`config.mk`:
```
export PLATFORM = sky130hd
export DESIGN_NAME = doubly_linked_list_engine_core_flat
export DESIGN_NICKNAME = d
export VERILOG_FILES = /design/src/hw/rtl/dlle_pkg.sv /design/src/hw/rtl/dlle_if.sv /design/src/hw/rtl/dlle_pool.sv /design/src/hw/rtl/doubly_linked_list_engine_core.sv /design/src/flat_wrapper.sv
export SDC_FILE = /design/constraint.sdc
export NUM_CORES = 2
export LEC_CHECK = 0
export BUFFER_PORTS_ARGS = -buffer_cell sky130_fd_sc_hd__buf_2
export CORE_ASPECT_RATIO = 1.75
export CORE_UTILIZATION = 40
export CTS_CLUSTER_SIZE = 40
export DETAILED_ROUTE_END_ITERATION = 16
export HOLD_SLACK_MARGIN = 0.15
export PLACE_DENSITY_LB_ADDON = 0.2
export SLEW_MARGIN = 20
export SYNTH_ARGS = -nofsm -noshare
export SYNTH_HDL_FRONTEND = slang
export SYNTH_SLANG_ARGS = --single-unit
```
`constraint.sdc`:
```
create_clock -name clk_i -period 14.31 [get_ports clk_i]
set_input_delay 0 -clock clk_i [delete_from_list [all_inputs] [get_ports clk_i]]
set_output_delay 0 -clock clk_i [all_outputs]
set_load 0.01 [all_outputs]
```
`src/hw/rtl/dlle_pkg.sv`:
```
package dlle_pkg;

  localparam int unsigned DLLE_CAPACITY  = 64;
  localparam int unsigned DLLE_KEY_WIDTH = 32;

  localparam int unsigned OP_W     = 3;
  localparam int unsigned STATUS_W = 2;
  localparam int unsigned IO_KEY_W = 32;

  typedef enum logic [OP_W-1:0] {
    OP_INSERT_FRONT = 3'd0,
    OP_DELETE_KEY   = 3'd1,
    OP_DELETE_FIRST = 3'd2,
    OP_DELETE_LAST  = 3'd3,
    OP_DUMP         = 3'd4
  } op_e;

  typedef enum logic [STATUS_W-1:0] {
    ST_OK        = 2'd0,
    ST_NOT_FOUND = 2'd1,
    ST_EMPTY     = 2'd2,
    ST_FULL      = 2'd3
  } status_e;

  typedef enum logic [2:0] {
    S_IDLE,
    S_SCAN,
    S_LINK,
    S_UNLINK,
    S_WALK,
    S_REPLY
  } state_e;

endpackage

```
`src/hw/rtl/dlle_if.sv`:
```
interface dlle_in_if;
  import dlle_pkg::*;

  logic                       valid;
  logic                       ready;
  logic [OP_W-1:0]            operation;
  logic signed [IO_KEY_W-1:0] key;

  modport source (output valid, operation, key, input ready);
  modport sink   (input valid, operation, key, output ready);
endinterface

interface dlle_out_if;
  import dlle_pkg::*;

  logic                       valid;
  logic                       ready;
  logic [STATUS_W-1:0]        status;
  logic signed [IO_KEY_W-1:0] key_out;
  logic                       last;

  modport source (output valid, status, key_out, last, input ready);
  modport sink   (input valid, status, key_out, last, output ready);
endinterface

```
`src/hw/rtl/dlle_pool.sv`:
```
module dlle_pool #(
  parameter int unsigned CAPACITY  = dlle_pkg::DLLE_CAPACITY,
  parameter int unsigned KEY_WIDTH = dlle_pkg::DLLE_KEY_WIDTH,
  parameter type         req_t     = logic,
  parameter type         rsp_t     = logic
) (
  input  logic clk_i,
  input  req_t req_i,
  output rsp_t rsp_o
);
  import dlle_pkg::*;

  localparam int unsigned IW = $clog2(CAPACITY + 1);

  logic [KEY_WIDTH-1:0] key_mem  [CAPACITY];
  logic [IW-1:0]        next_mem [CAPACITY];
  logic [IW-1:0]        prev_mem [CAPACITY];

  logic [KEY_WIDTH-1:0] key_rd_q;
  logic [IW-1:0]        next_rd_q;
  logic [IW-1:0]        prev_rd_q;

  always_ff @(posedge clk_i) begin
    if (req_i.key_we) begin
      key_mem[req_i.key_addr] <= req_i.key_data;
    end
    key_rd_q <= key_mem[req_i.rd_addr];
  end

  always_ff @(posedge clk_i) begin
    if (req_i.next_we) begin
      next_mem[req_i.next_addr] <= req_i.next_data;
    end
    next_rd_q <= next_mem[req_i.rd_addr];
  end

  always_ff @(posedge clk_i) begin
    if (req_i.prev_we) begin
      prev_mem[req_i.prev_addr] <= req_i.prev_data;
    end
    prev_rd_q <= prev_mem[req_i.rd_addr];
  end

  always_comb begin
    rsp_o.key  = key_rd_q;
    rsp_o.next = next_rd_q;
    rsp_o.prev = prev_rd_q;
  end

endmodule

```
`src/hw/rtl/doubly_linked_list_engine_core.sv`:
```
// channel  | dir | role   | payload
// in_i     | in  | sink   | operation, key
// out_o    | out | source | status, key_out, last
//
// one item at a time; in_i.ready is high only between items
// insert: scans from slot 0 for the lowest free slot and links it at the front; full pool: ST_FULL
// delete first/last: no walk; delete or dump on an empty list: ST_EMPTY with no pool read
// delete by key: walks from the head until the key matches, then unlinks; ST_NOT_FOUND when not
// dump: one beat per node, one node per cycle while out_o is not stalled; pool has one registered read port
// reset clears used bits, head and tail at once; no clearing pass
// out_o not ready stalls the dump walk and the final reply; one result buffered
module doubly_linked_list_engine_core #(
  parameter int unsigned CAPACITY  = dlle_pkg::DLLE_CAPACITY,
  parameter int unsigned KEY_WIDTH = dlle_pkg::DLLE_KEY_WIDTH
) (
  input  logic       clk_i,
  input  logic       rst_ni,
  dlle_in_if.sink    in_i,
  dlle_out_if.source out_o
);
  import dlle_pkg::*;

  localparam int unsigned AW = $clog2(CAPACITY);
  localparam int unsigned IW = $clog2(CAPACITY + 1);
  localparam logic [IW-1:0] NoneIdx  = IW'(CAPACITY);
  localparam logic [IW-1:0] LastStep = IW'(CAPACITY - 1);

  typedef struct packed {
    logic [AW-1:0]        rd_addr;
    logic                 key_we;
    logic [AW-1:0]        key_addr;
    logic [KEY_WIDTH-1:0] key_data;
    logic                 next_we;
    logic [AW-1:0]        next_addr;
    logic [IW-1:0]        next_data;
    logic                 prev_we;
    logic [AW-1:0]        prev_addr;
    logic [IW-1:0]        prev_data;
  } pool_req_t;

  typedef struct packed {
    logic [KEY_WIDTH-1:0] key;
    logic [IW-1:0]        next;
    logic [IW-1:0]        prev;
  } pool_rsp_t;

  state_e               state_q, state_d;
  op_e                  op_q, op_d;
  logic [KEY_WIDTH-1:0] key_q, key_d;
  logic [IW-1:0]        cur_q, cur_d;
  logic [IW-1:0]        steps_q, steps_d;
  status_e              status_q, status_d;
  logic [IW-1:0]        head_q, head_d;
  logic [IW-1:0]        tail_q, tail_d;
  logic [CAPACITY-1:0]  used_q, used_d;

  logic                       out_valid_q;
  logic [STATUS_W-1:0]        out_status_q;
  logic signed [IO_KEY_W-1:0] out_key_q;
  logic                       out_last_q;

  logic                       slot_free;
  logic                       emit;
  status_e                    emit_status;
  logic signed [IO_KEY_W-1:0] emit_key;
  logic                       emit_last;
  logic                       in_fire;
  logic [IW-1:0]              end_idx;

  pool_req_t pool_req;
  pool_rsp_t pool_rsp;

  dlle_pool #(
    .CAPACITY  (CAPACITY),
    .KEY_WIDTH (KEY_WIDTH),
    .req_t     (pool_req_t),
    .rsp_t     (pool_rsp_t)
  ) u_pool (
    .clk_i (clk_i),
    .req_i (pool_req),
    .rsp_o (pool_rsp)
  );

  assign slot_free  = !out_valid_q || out_o.ready;
  assign in_i.ready = (state_q == S_IDLE);
  assign in_fire    = in_i.valid && in_i.ready;

  always_comb begin
    state_d     = state_q;
    op_d        = op_q;
    key_d       = key_q;
    cur_d       = cur_q;
    steps_d     = steps_q;
    status_d    = status_q;
    head_d      = head_q;
    tail_d      = tail_q;
    used_d      = used_q;
    emit        = 1'b0;
    emit_status = ST_OK;
    emit_key    = '0;
    emit_last   = 1'b1;
    end_idx     = head_q;

    pool_req           = '0;
    pool_req.rd_addr   = cur_q[AW-1:0];
    pool_req.key_addr  = cur_q[AW-1:0];
    pool_req.key_data  = key_q;
    pool_req.next_addr = cur_q[AW-1:0];
    pool_req.prev_addr = cur_q[AW-1:0];

    case (state_q)
      S_IDLE: begin
        if (in_fire) begin
          op_d  = op_e'(in_i.operation);
          key_d = KEY_WIDTH'(in_i.key);
          case (op_e'(in_i.operation))
            OP_INSERT_FRONT: begin
              cur_d   = '0;
              state_d = S_SCAN;
            end
            OP_DELETE_KEY, OP_DUMP, OP_DELETE_FIRST, OP_DELETE_LAST: begin
              if (op_e'(in_i.operation) == OP_DELETE_LAST) begin
                end_idx = tail_q;
              end
              if (head_q == NoneIdx) begin
                status_d = ST_EMPTY;
                state_d  = S_REPLY;
              end else begin
                cur_d            = end_idx;
                steps_d          = '0;
                pool_req.rd_addr = end_idx[AW-1:0];
                if (op_e'(in_i.operation) == OP_DELETE_KEY ||
                    op_e'(in_i.operation) == OP_DUMP) begin
                  state_d = S_WALK;
                end else begin
                  state_d = S_UNLINK;
                end
              end
            end
            default: begin
              state_d = S_IDLE;
            end
          endcase
        end
      end

      S_SCAN: begin
        if (cur_q == NoneIdx) begin
          status_d = ST_FULL;
          state_d  = S_REPLY;
        end else if (!used_q[cur_q[AW-1:0]]) begin
          pool_req.key_we    = 1'b1;
          pool_req.next_we   = 1'b1;
          pool_req.next_data = head_q;
          pool_req.prev_we   = 1'b1;
          pool_req.prev_data = NoneIdx;
          state_d            = S_LINK;
        end else begin
          cur_d = cur_q + 1'b1;
        end
      end

      S_LINK: begin
        if (head_q != NoneIdx) begin
          pool_req.prev_we   = 1'b1;
          pool_req.prev_addr = head_q[AW-1:0];
          pool_req.prev_data = cur_q;
        end else begin
          tail_d = cur_q;
        end
        head_d                 = cur_q;
        used_d[cur_q[AW-1:0]]  = 1'b1;
        status_d               = ST_OK;
        state_d                = S_REPLY;
      end

      S_UNLINK: begin
        if (pool_rsp.prev != NoneIdx) begin
          pool_req.next_we   = 1'b1;
          pool_req.next_addr = pool_rsp.prev[AW-1:0];
          pool_req.next_data = pool_rsp.next;
        end else begin
          head_d = pool_rsp.next;
        end
        if (pool_rsp.next != NoneIdx) begin
          pool_req.prev_we   = 1'b1;
          pool_req.prev_addr = pool_rsp.next[AW-1:0];
          pool_req.prev_data = pool_rsp.prev;
        end else begin
          tail_d = pool_rsp.prev;
        end
        used_d[cur_q[AW-1:0]] = 1'b0;
        status_d              = ST_OK;
        state_d               = S_REPLY;
      end

      S_WALK: begin
        if (op_q == OP_DELETE_KEY) begin
          if (pool_rsp.key == key_q) begin
            state_d = S_UNLINK;
          end else if (pool_rsp.next == NoneIdx || steps_q == LastStep) begin
            status_d = ST_NOT_FOUND;
            state_d  = S_REPLY;
          end else begin
            cur_d            = pool_rsp.next;
            steps_d          = steps_q + 1'b1;
            pool_req.rd_addr = pool_rsp.next[AW-1:0];
          end
        end else if (slot_free) begin
          emit        = 1'b1;
          emit_status = ST_OK;
          emit_key    = IO_KEY_W'(signed'(pool_rsp.key));
          emit_last   = (pool_rsp.next == NoneIdx) || (steps_q == LastStep);
          if (emit_last) begin
            state_d = S_IDLE;
          end else begin
            cur_d            = pool_rsp.next;
            steps_d          = steps_q + 1'b1;
            pool_req.rd_addr = pool_rsp.next[AW-1:0];
          end
        end
      end

      S_REPLY: begin
        if (slot_free) begin
          emit        = 1'b1;
          emit_status = status_q;
          state_d     = S_IDLE;
        end
      end

      default: begin
        state_d = S_IDLE;
      end
    endcase
  end

  always_ff @(posedge clk_i or negedge rst_ni) begin
    if (!rst_ni) begin
      state_q     <= S_IDLE;
      head_q      <= NoneIdx;
      tail_q      <= NoneIdx;
      used_q      <= '0;
      out_valid_q <= 1'b0;
    end else begin
      state_q <= state_d;
      head_q  <= head_d;
      tail_q  <= tail_d;
      used_q  <= used_d;
      if (emit) begin
        out_valid_q <= 1'b1;
      end else if (out_o.ready) begin
        out_valid_q <= 1'b0;
      end
    end
  end

  always_ff @(posedge clk_i) begin
    op_q     <= op_d;
    key_q    <= key_d;
    cur_q    <= cur_d;
    steps_q  <= steps_d;
    status_q <= status_d;
    if (emit) begin
      out_status_q <= emit_status;
      out_key_q    <= emit_key;
      out_last_q   <= emit_last;
    end
  end

  assign out_o.valid   = out_valid_q;
  assign out_o.status  = out_status_q;
  assign out_o.key_out = out_key_q;
  assign out_o.last    = out_last_q;

endmodule

```
`src/flat_wrapper.sv`:
```
// flat-port wrapper written by rule: the top's interface ports become plain ports
module doubly_linked_list_engine_core_flat import dlle_pkg::*;
#(
  parameter int unsigned CAPACITY  = dlle_pkg::DLLE_CAPACITY,
  parameter int unsigned KEY_WIDTH = dlle_pkg::DLLE_KEY_WIDTH
)
  (clk_i, rst_ni, in_i_valid, in_i_operation, in_i_key, in_i_ready, out_o_valid, out_o_status, out_o_key_out, out_o_last, out_o_ready);
  dlle_in_if in_i_i ();
  dlle_out_if out_o_i ();
  input  logic clk_i;
  input  logic rst_ni;
  input wire logic [$bits(in_i_i.valid)-1:0] in_i_valid;
  input wire logic [$bits(in_i_i.operation)-1:0] in_i_operation;
  input wire logic [$bits(in_i_i.key)-1:0] in_i_key;
  output wire logic [$bits(in_i_i.ready)-1:0] in_i_ready;
  output wire logic [$bits(out_o_i.valid)-1:0] out_o_valid;
  output wire logic [$bits(out_o_i.status)-1:0] out_o_status;
  output wire logic [$bits(out_o_i.key_out)-1:0] out_o_key_out;
  output wire logic [$bits(out_o_i.last)-1:0] out_o_last;
  input wire logic [$bits(out_o_i.ready)-1:0] out_o_ready;
  assign in_i_i.valid = in_i_valid;
  assign in_i_i.operation = in_i_operation;
  assign in_i_i.key = in_i_key;
  assign in_i_ready = in_i_i.ready;
  assign out_o_valid = out_o_i.valid;
  assign out_o_status = out_o_i.status;
  assign out_o_key_out = out_o_i.key_out;
  assign out_o_last = out_o_i.last;
  assign out_o_i.ready = out_o_ready;
  doubly_linked_list_engine_core #(.CAPACITY(CAPACITY), .KEY_WIDTH(KEY_WIDTH)) u_core (.clk_i(clk_i), .rst_ni(rst_ni), .in_i(in_i_i), .out_o(out_o_i));
endmodule
```
==> impl_results.md <==
- Commonest cells after routing, fill and taps aside: 3030 x edfxtp_1, 2485 x nand2_1, 1269 x nand3_1, 299 x clkbuf_16, 275 x mux2i_1
- Worst setup startpoint: u_core.key_q[20]
- Final nets: 9556
- Setup Skew: 0.0409 ns
- Worst-path clk slew: 0.07 ns
- Crit end category: register
- Post-synth cell types: 104
- GRT Total Usage: 0.285
- Placer congestion estimate: 0.904
- Post-Syn Nets: 9483
- Clock Tree Root: clkbuf_16
- Hold Violations, Final: 0
- Startpoint types: register
- Layout cell share with drive strength beyond 1: 0.0991
- Routed Antenna Nets: 0
- R2R setup slack: 6.56 ns
- Vias: 83700
- Period utilisation layout: 0.541
- CP top delay family: buffers and inverters
- Status: complete, no violations
- Fin crit period: 7.75 ns
- R2R Path End: u_core.u_pool.key_rd_q[0]
- Core area: 0.316 mm^2
- Worst path required time: 15.07 ns
- WP depth: 16
- Buffers and inverters on the worst path: 5
- Max cap viols: 0
- DIE WIDTH: 428 um
- Area grow syn2layout: 12.1%
- Antenna violations before repair: 39
- Worst-Margin Slew: 1.26 ns
- Max Freq: 129 MHz
- Fillers: 28100
- Die H: 747 um
- Commonest non-fill, non-tap cell in the layout: edfxtp_1
- Critical Path AT: 8.51 ns
- Pin count of the biggest net entering global routing: 164
- Synthesized instance count: 9441
- TritonCTS clock tree: done
- Pre-antenna DRT Iters: 8
- Crit path kind: register to register
- Mapped Avg Cell Area: 13.4 um^2
- Worst path max stage delay: 0.84 ns
- First-pass GRT wire length: 635 mm
- DRC: 0
- CTS buffer count: 288
- Leading register cell type out of synthesis: edfxtp_1
- Yosys warning count: 0
- # port buffers: 75
- Vias in the first global route: 80100
- Worst Setup EP: u_core.u_pool.key_rd_q[0]
- Clock Path Buffers: 4
- Mapped cell area: 0.127 mm^2
- Routed WL: 464 mm
- Initial Util: 0.402
- Ys async rst share: 0.0260
- Total gr overflow: 0
- Static leakage: 48.4 nW
- DR iter-0 viols: 11200
- Full die area: 0.319 mm^2
- Crit path top cell by count: buf_4
- Worst IR drop on VDD: 0.362 mV
- Worst Hold Class: primary input to register
- Slew HR: 0.154
- Final Power: 36.8 mW
- Post-synthesis register bit count: 3158
- Slowest cell on the critical path: buf_4
- Fin util: 0.450
- Drt wl/cell: 33.4 um
- CP Max Fanout: 68
- Final setup viols: 0
- Register-to-Register Path Depth: 16
- Final hold slack: 0.130 ns
- Clock Latency Late Sink: 0.94 ns
- Row cnt: 273
- Register area share after synthesis: 0.741
- Number of flops mapped to enable cells by yosys: 3030
- Post-DP HPWL: 267 mm
- Post-cts sizing count: 0
- Crit path cell chain: buf_4 > xor2_1 > nor4_1 > nand4_1 > or2_0 > a32o_2 > nor2_4 > buf_4 > buf_4 > buf_4 > buf_4 > and3_1 > a311oi_1 > or4_1 > a21oi_1 > o32ai_1
- Sum of negative setup slack: 0 ns
- Unrepaired setup endpoints after global routing: false
- Reg2Reg Launch Point: u_core.key_q[20]
- I/O pins: 76
- H-tree depth: 5
- Final Max Slew Viols: 0
- Pwr Density: 259 mW/mm^2
- CTS sink count: 3158
- Avg Vias per Cell: 6.02
==> synth_stat cells, types with 24 or more instances <==
master | count | share of area
a211oi_1 | 40 | 0.0024
a21oi_1 | 177 | 0.0070
a221oi_1 | 33 | 0.0023
a22o_1 | 32 | 0.0022
a22oi_1 | 27 | 0.0016
a311oi_1 | 48 | 0.0033
a31oi_1 | 102 | 0.0050
a32oi_1 | 26 | 0.0018
and3_1 | 126 | 0.0062
buf_1 | 69 | 0.0020
buf_2 | 278 | 0.011
buf_4 | 45 | 0.0027
clkbuf_1 | 194 | 0.0057
dfrtp_1 | 80 | 0.016
dfxtp_1 | 46 | 0.0073
edfxtp_1 | 3030 | 0.72
mux2_2 | 24 | 0.0021
mux2i_1 | 275 | 0.022
mux4_2 | 47 | 0.0083
nand2_1 | 2490 | 0.074
nand3_1 | 1270 | 0.050
nand4_1 | 24 | 0.0012
nor2_1 | 275 | 0.0081
nor3_1 | 33 | 0.0013
nor4_1 | 28 | 0.0014
o21ai_0 | 129 | 0.0051
o221ai_1 | 33 | 0.0023
o22ai_1 | 40 | 0.0020
o31ai_1 | 76 | 0.0045
xor2_1 | 38 | 0.0026
==> state kept, by name, summed over array words and instances, names as in the netlist, 7 cells and up, named ones only <==
name / flops
u_core.u_pool.prev_mem: 448
u_core.steps_q: 7
u_core.u_pool.key_mem: 2048
u_core.u_pool.prev_rd_q: 7
u_core.tail_q: 7
u_core.head_q: 7
u_core.key_q: 32
u_core.cur_q: 7
u_core.out_o.key_out: 32
u_core.u_pool.key_rd_q: 32
u_core.u_pool.next_mem: 448
u_core.u_pool.next_rd_q: 7
==> worst min-delay path by stage <==
stage / startpoint / end / slack, ns / cells past startpoint
after floorplan: rst_ni / async pin / -0.30 / 0
after global placement: rst_ni / async pin / -0.04 / 1
after detailed placement: rst_ni / u_core.out_o.valid / -0.03 / 1
after CTS: in_i_key[30] / u_core.key_q[30] / 0.15 / 2
after global routing: in_i_key[5] / u_core.key_q[5] / 0.13 / 2
final: in_i_key[8] / u_core.key_q[8] / 0.13 / 2
==> where the power goes <==
part           internal [mW]  switching (mW)  total [mW]
logic                   4.44            13.2        17.6
registers               11.1           0.356        11.5
clock network           4.30            3.47        7.76
==> cell families after synthesis <==
logic type | after synthesis | share of synthesized area
flip-flops | 3158 | 0.741
buffers and inverters | 628 | 0.0244
XOR/XNOR | 42 | 0.00290
AO/OA/AOI/OAI | 926 | 0.0514
adder cells (fa/ha/maj) | 4 | 0.000375
AND/OR/NAND/NOR | 4335 | 0.148
multiplexers | 348 | 0.0324
==> final cells by class <==
type | instances | area, um^2 | area share
inverter | 17 | 63.8 | 0.000449
timing repair buffer | 394 | 3090 | 0.0218
clock inverter | 133 | 1240 | 0.00870
clock buffer | 373 | 7880 | 0.0555
tap | 4125 | 5160 | 0.0363
antenna | 37 | 92.6 | 0.000651
sequential | 3158 | 94000 | 0.661
multi-input combinational | 5655 | 30700 | 0.216
==> layer usage <==
metal / vias to the layer above / wire, um / GRT usage
li1: 35100 / - / -
met1: 42700 / 160000 / 0.332
met2: 4578 / 227000 / 0.474
met3: 1235 / 37500 / 0.0457
met4: 26 / 38900 / 0.207
met5: - / 218 / 0
==> per-stage QoR <==
stage | cells | instance area, um^2 | setup WS (ns)
floorplan | 9441 | 127000 | 8.86
global route | 13900 | 142000 | 6.39
global placement | 13300 | 132000 | 6.84
CTS | 13900 | 142000 | 6.73
finish | 13900 | 142000 | 6.56
detailed placement | 13300 | 132000 | 6.79
==> timing repair <==
action,in CTS,in global routing
setup buffers,0,0
hold buffers,69,1
setup endpoints to repair,0,0
hold endpoints to repair,151,1
(Power assumes the default switching activity.)
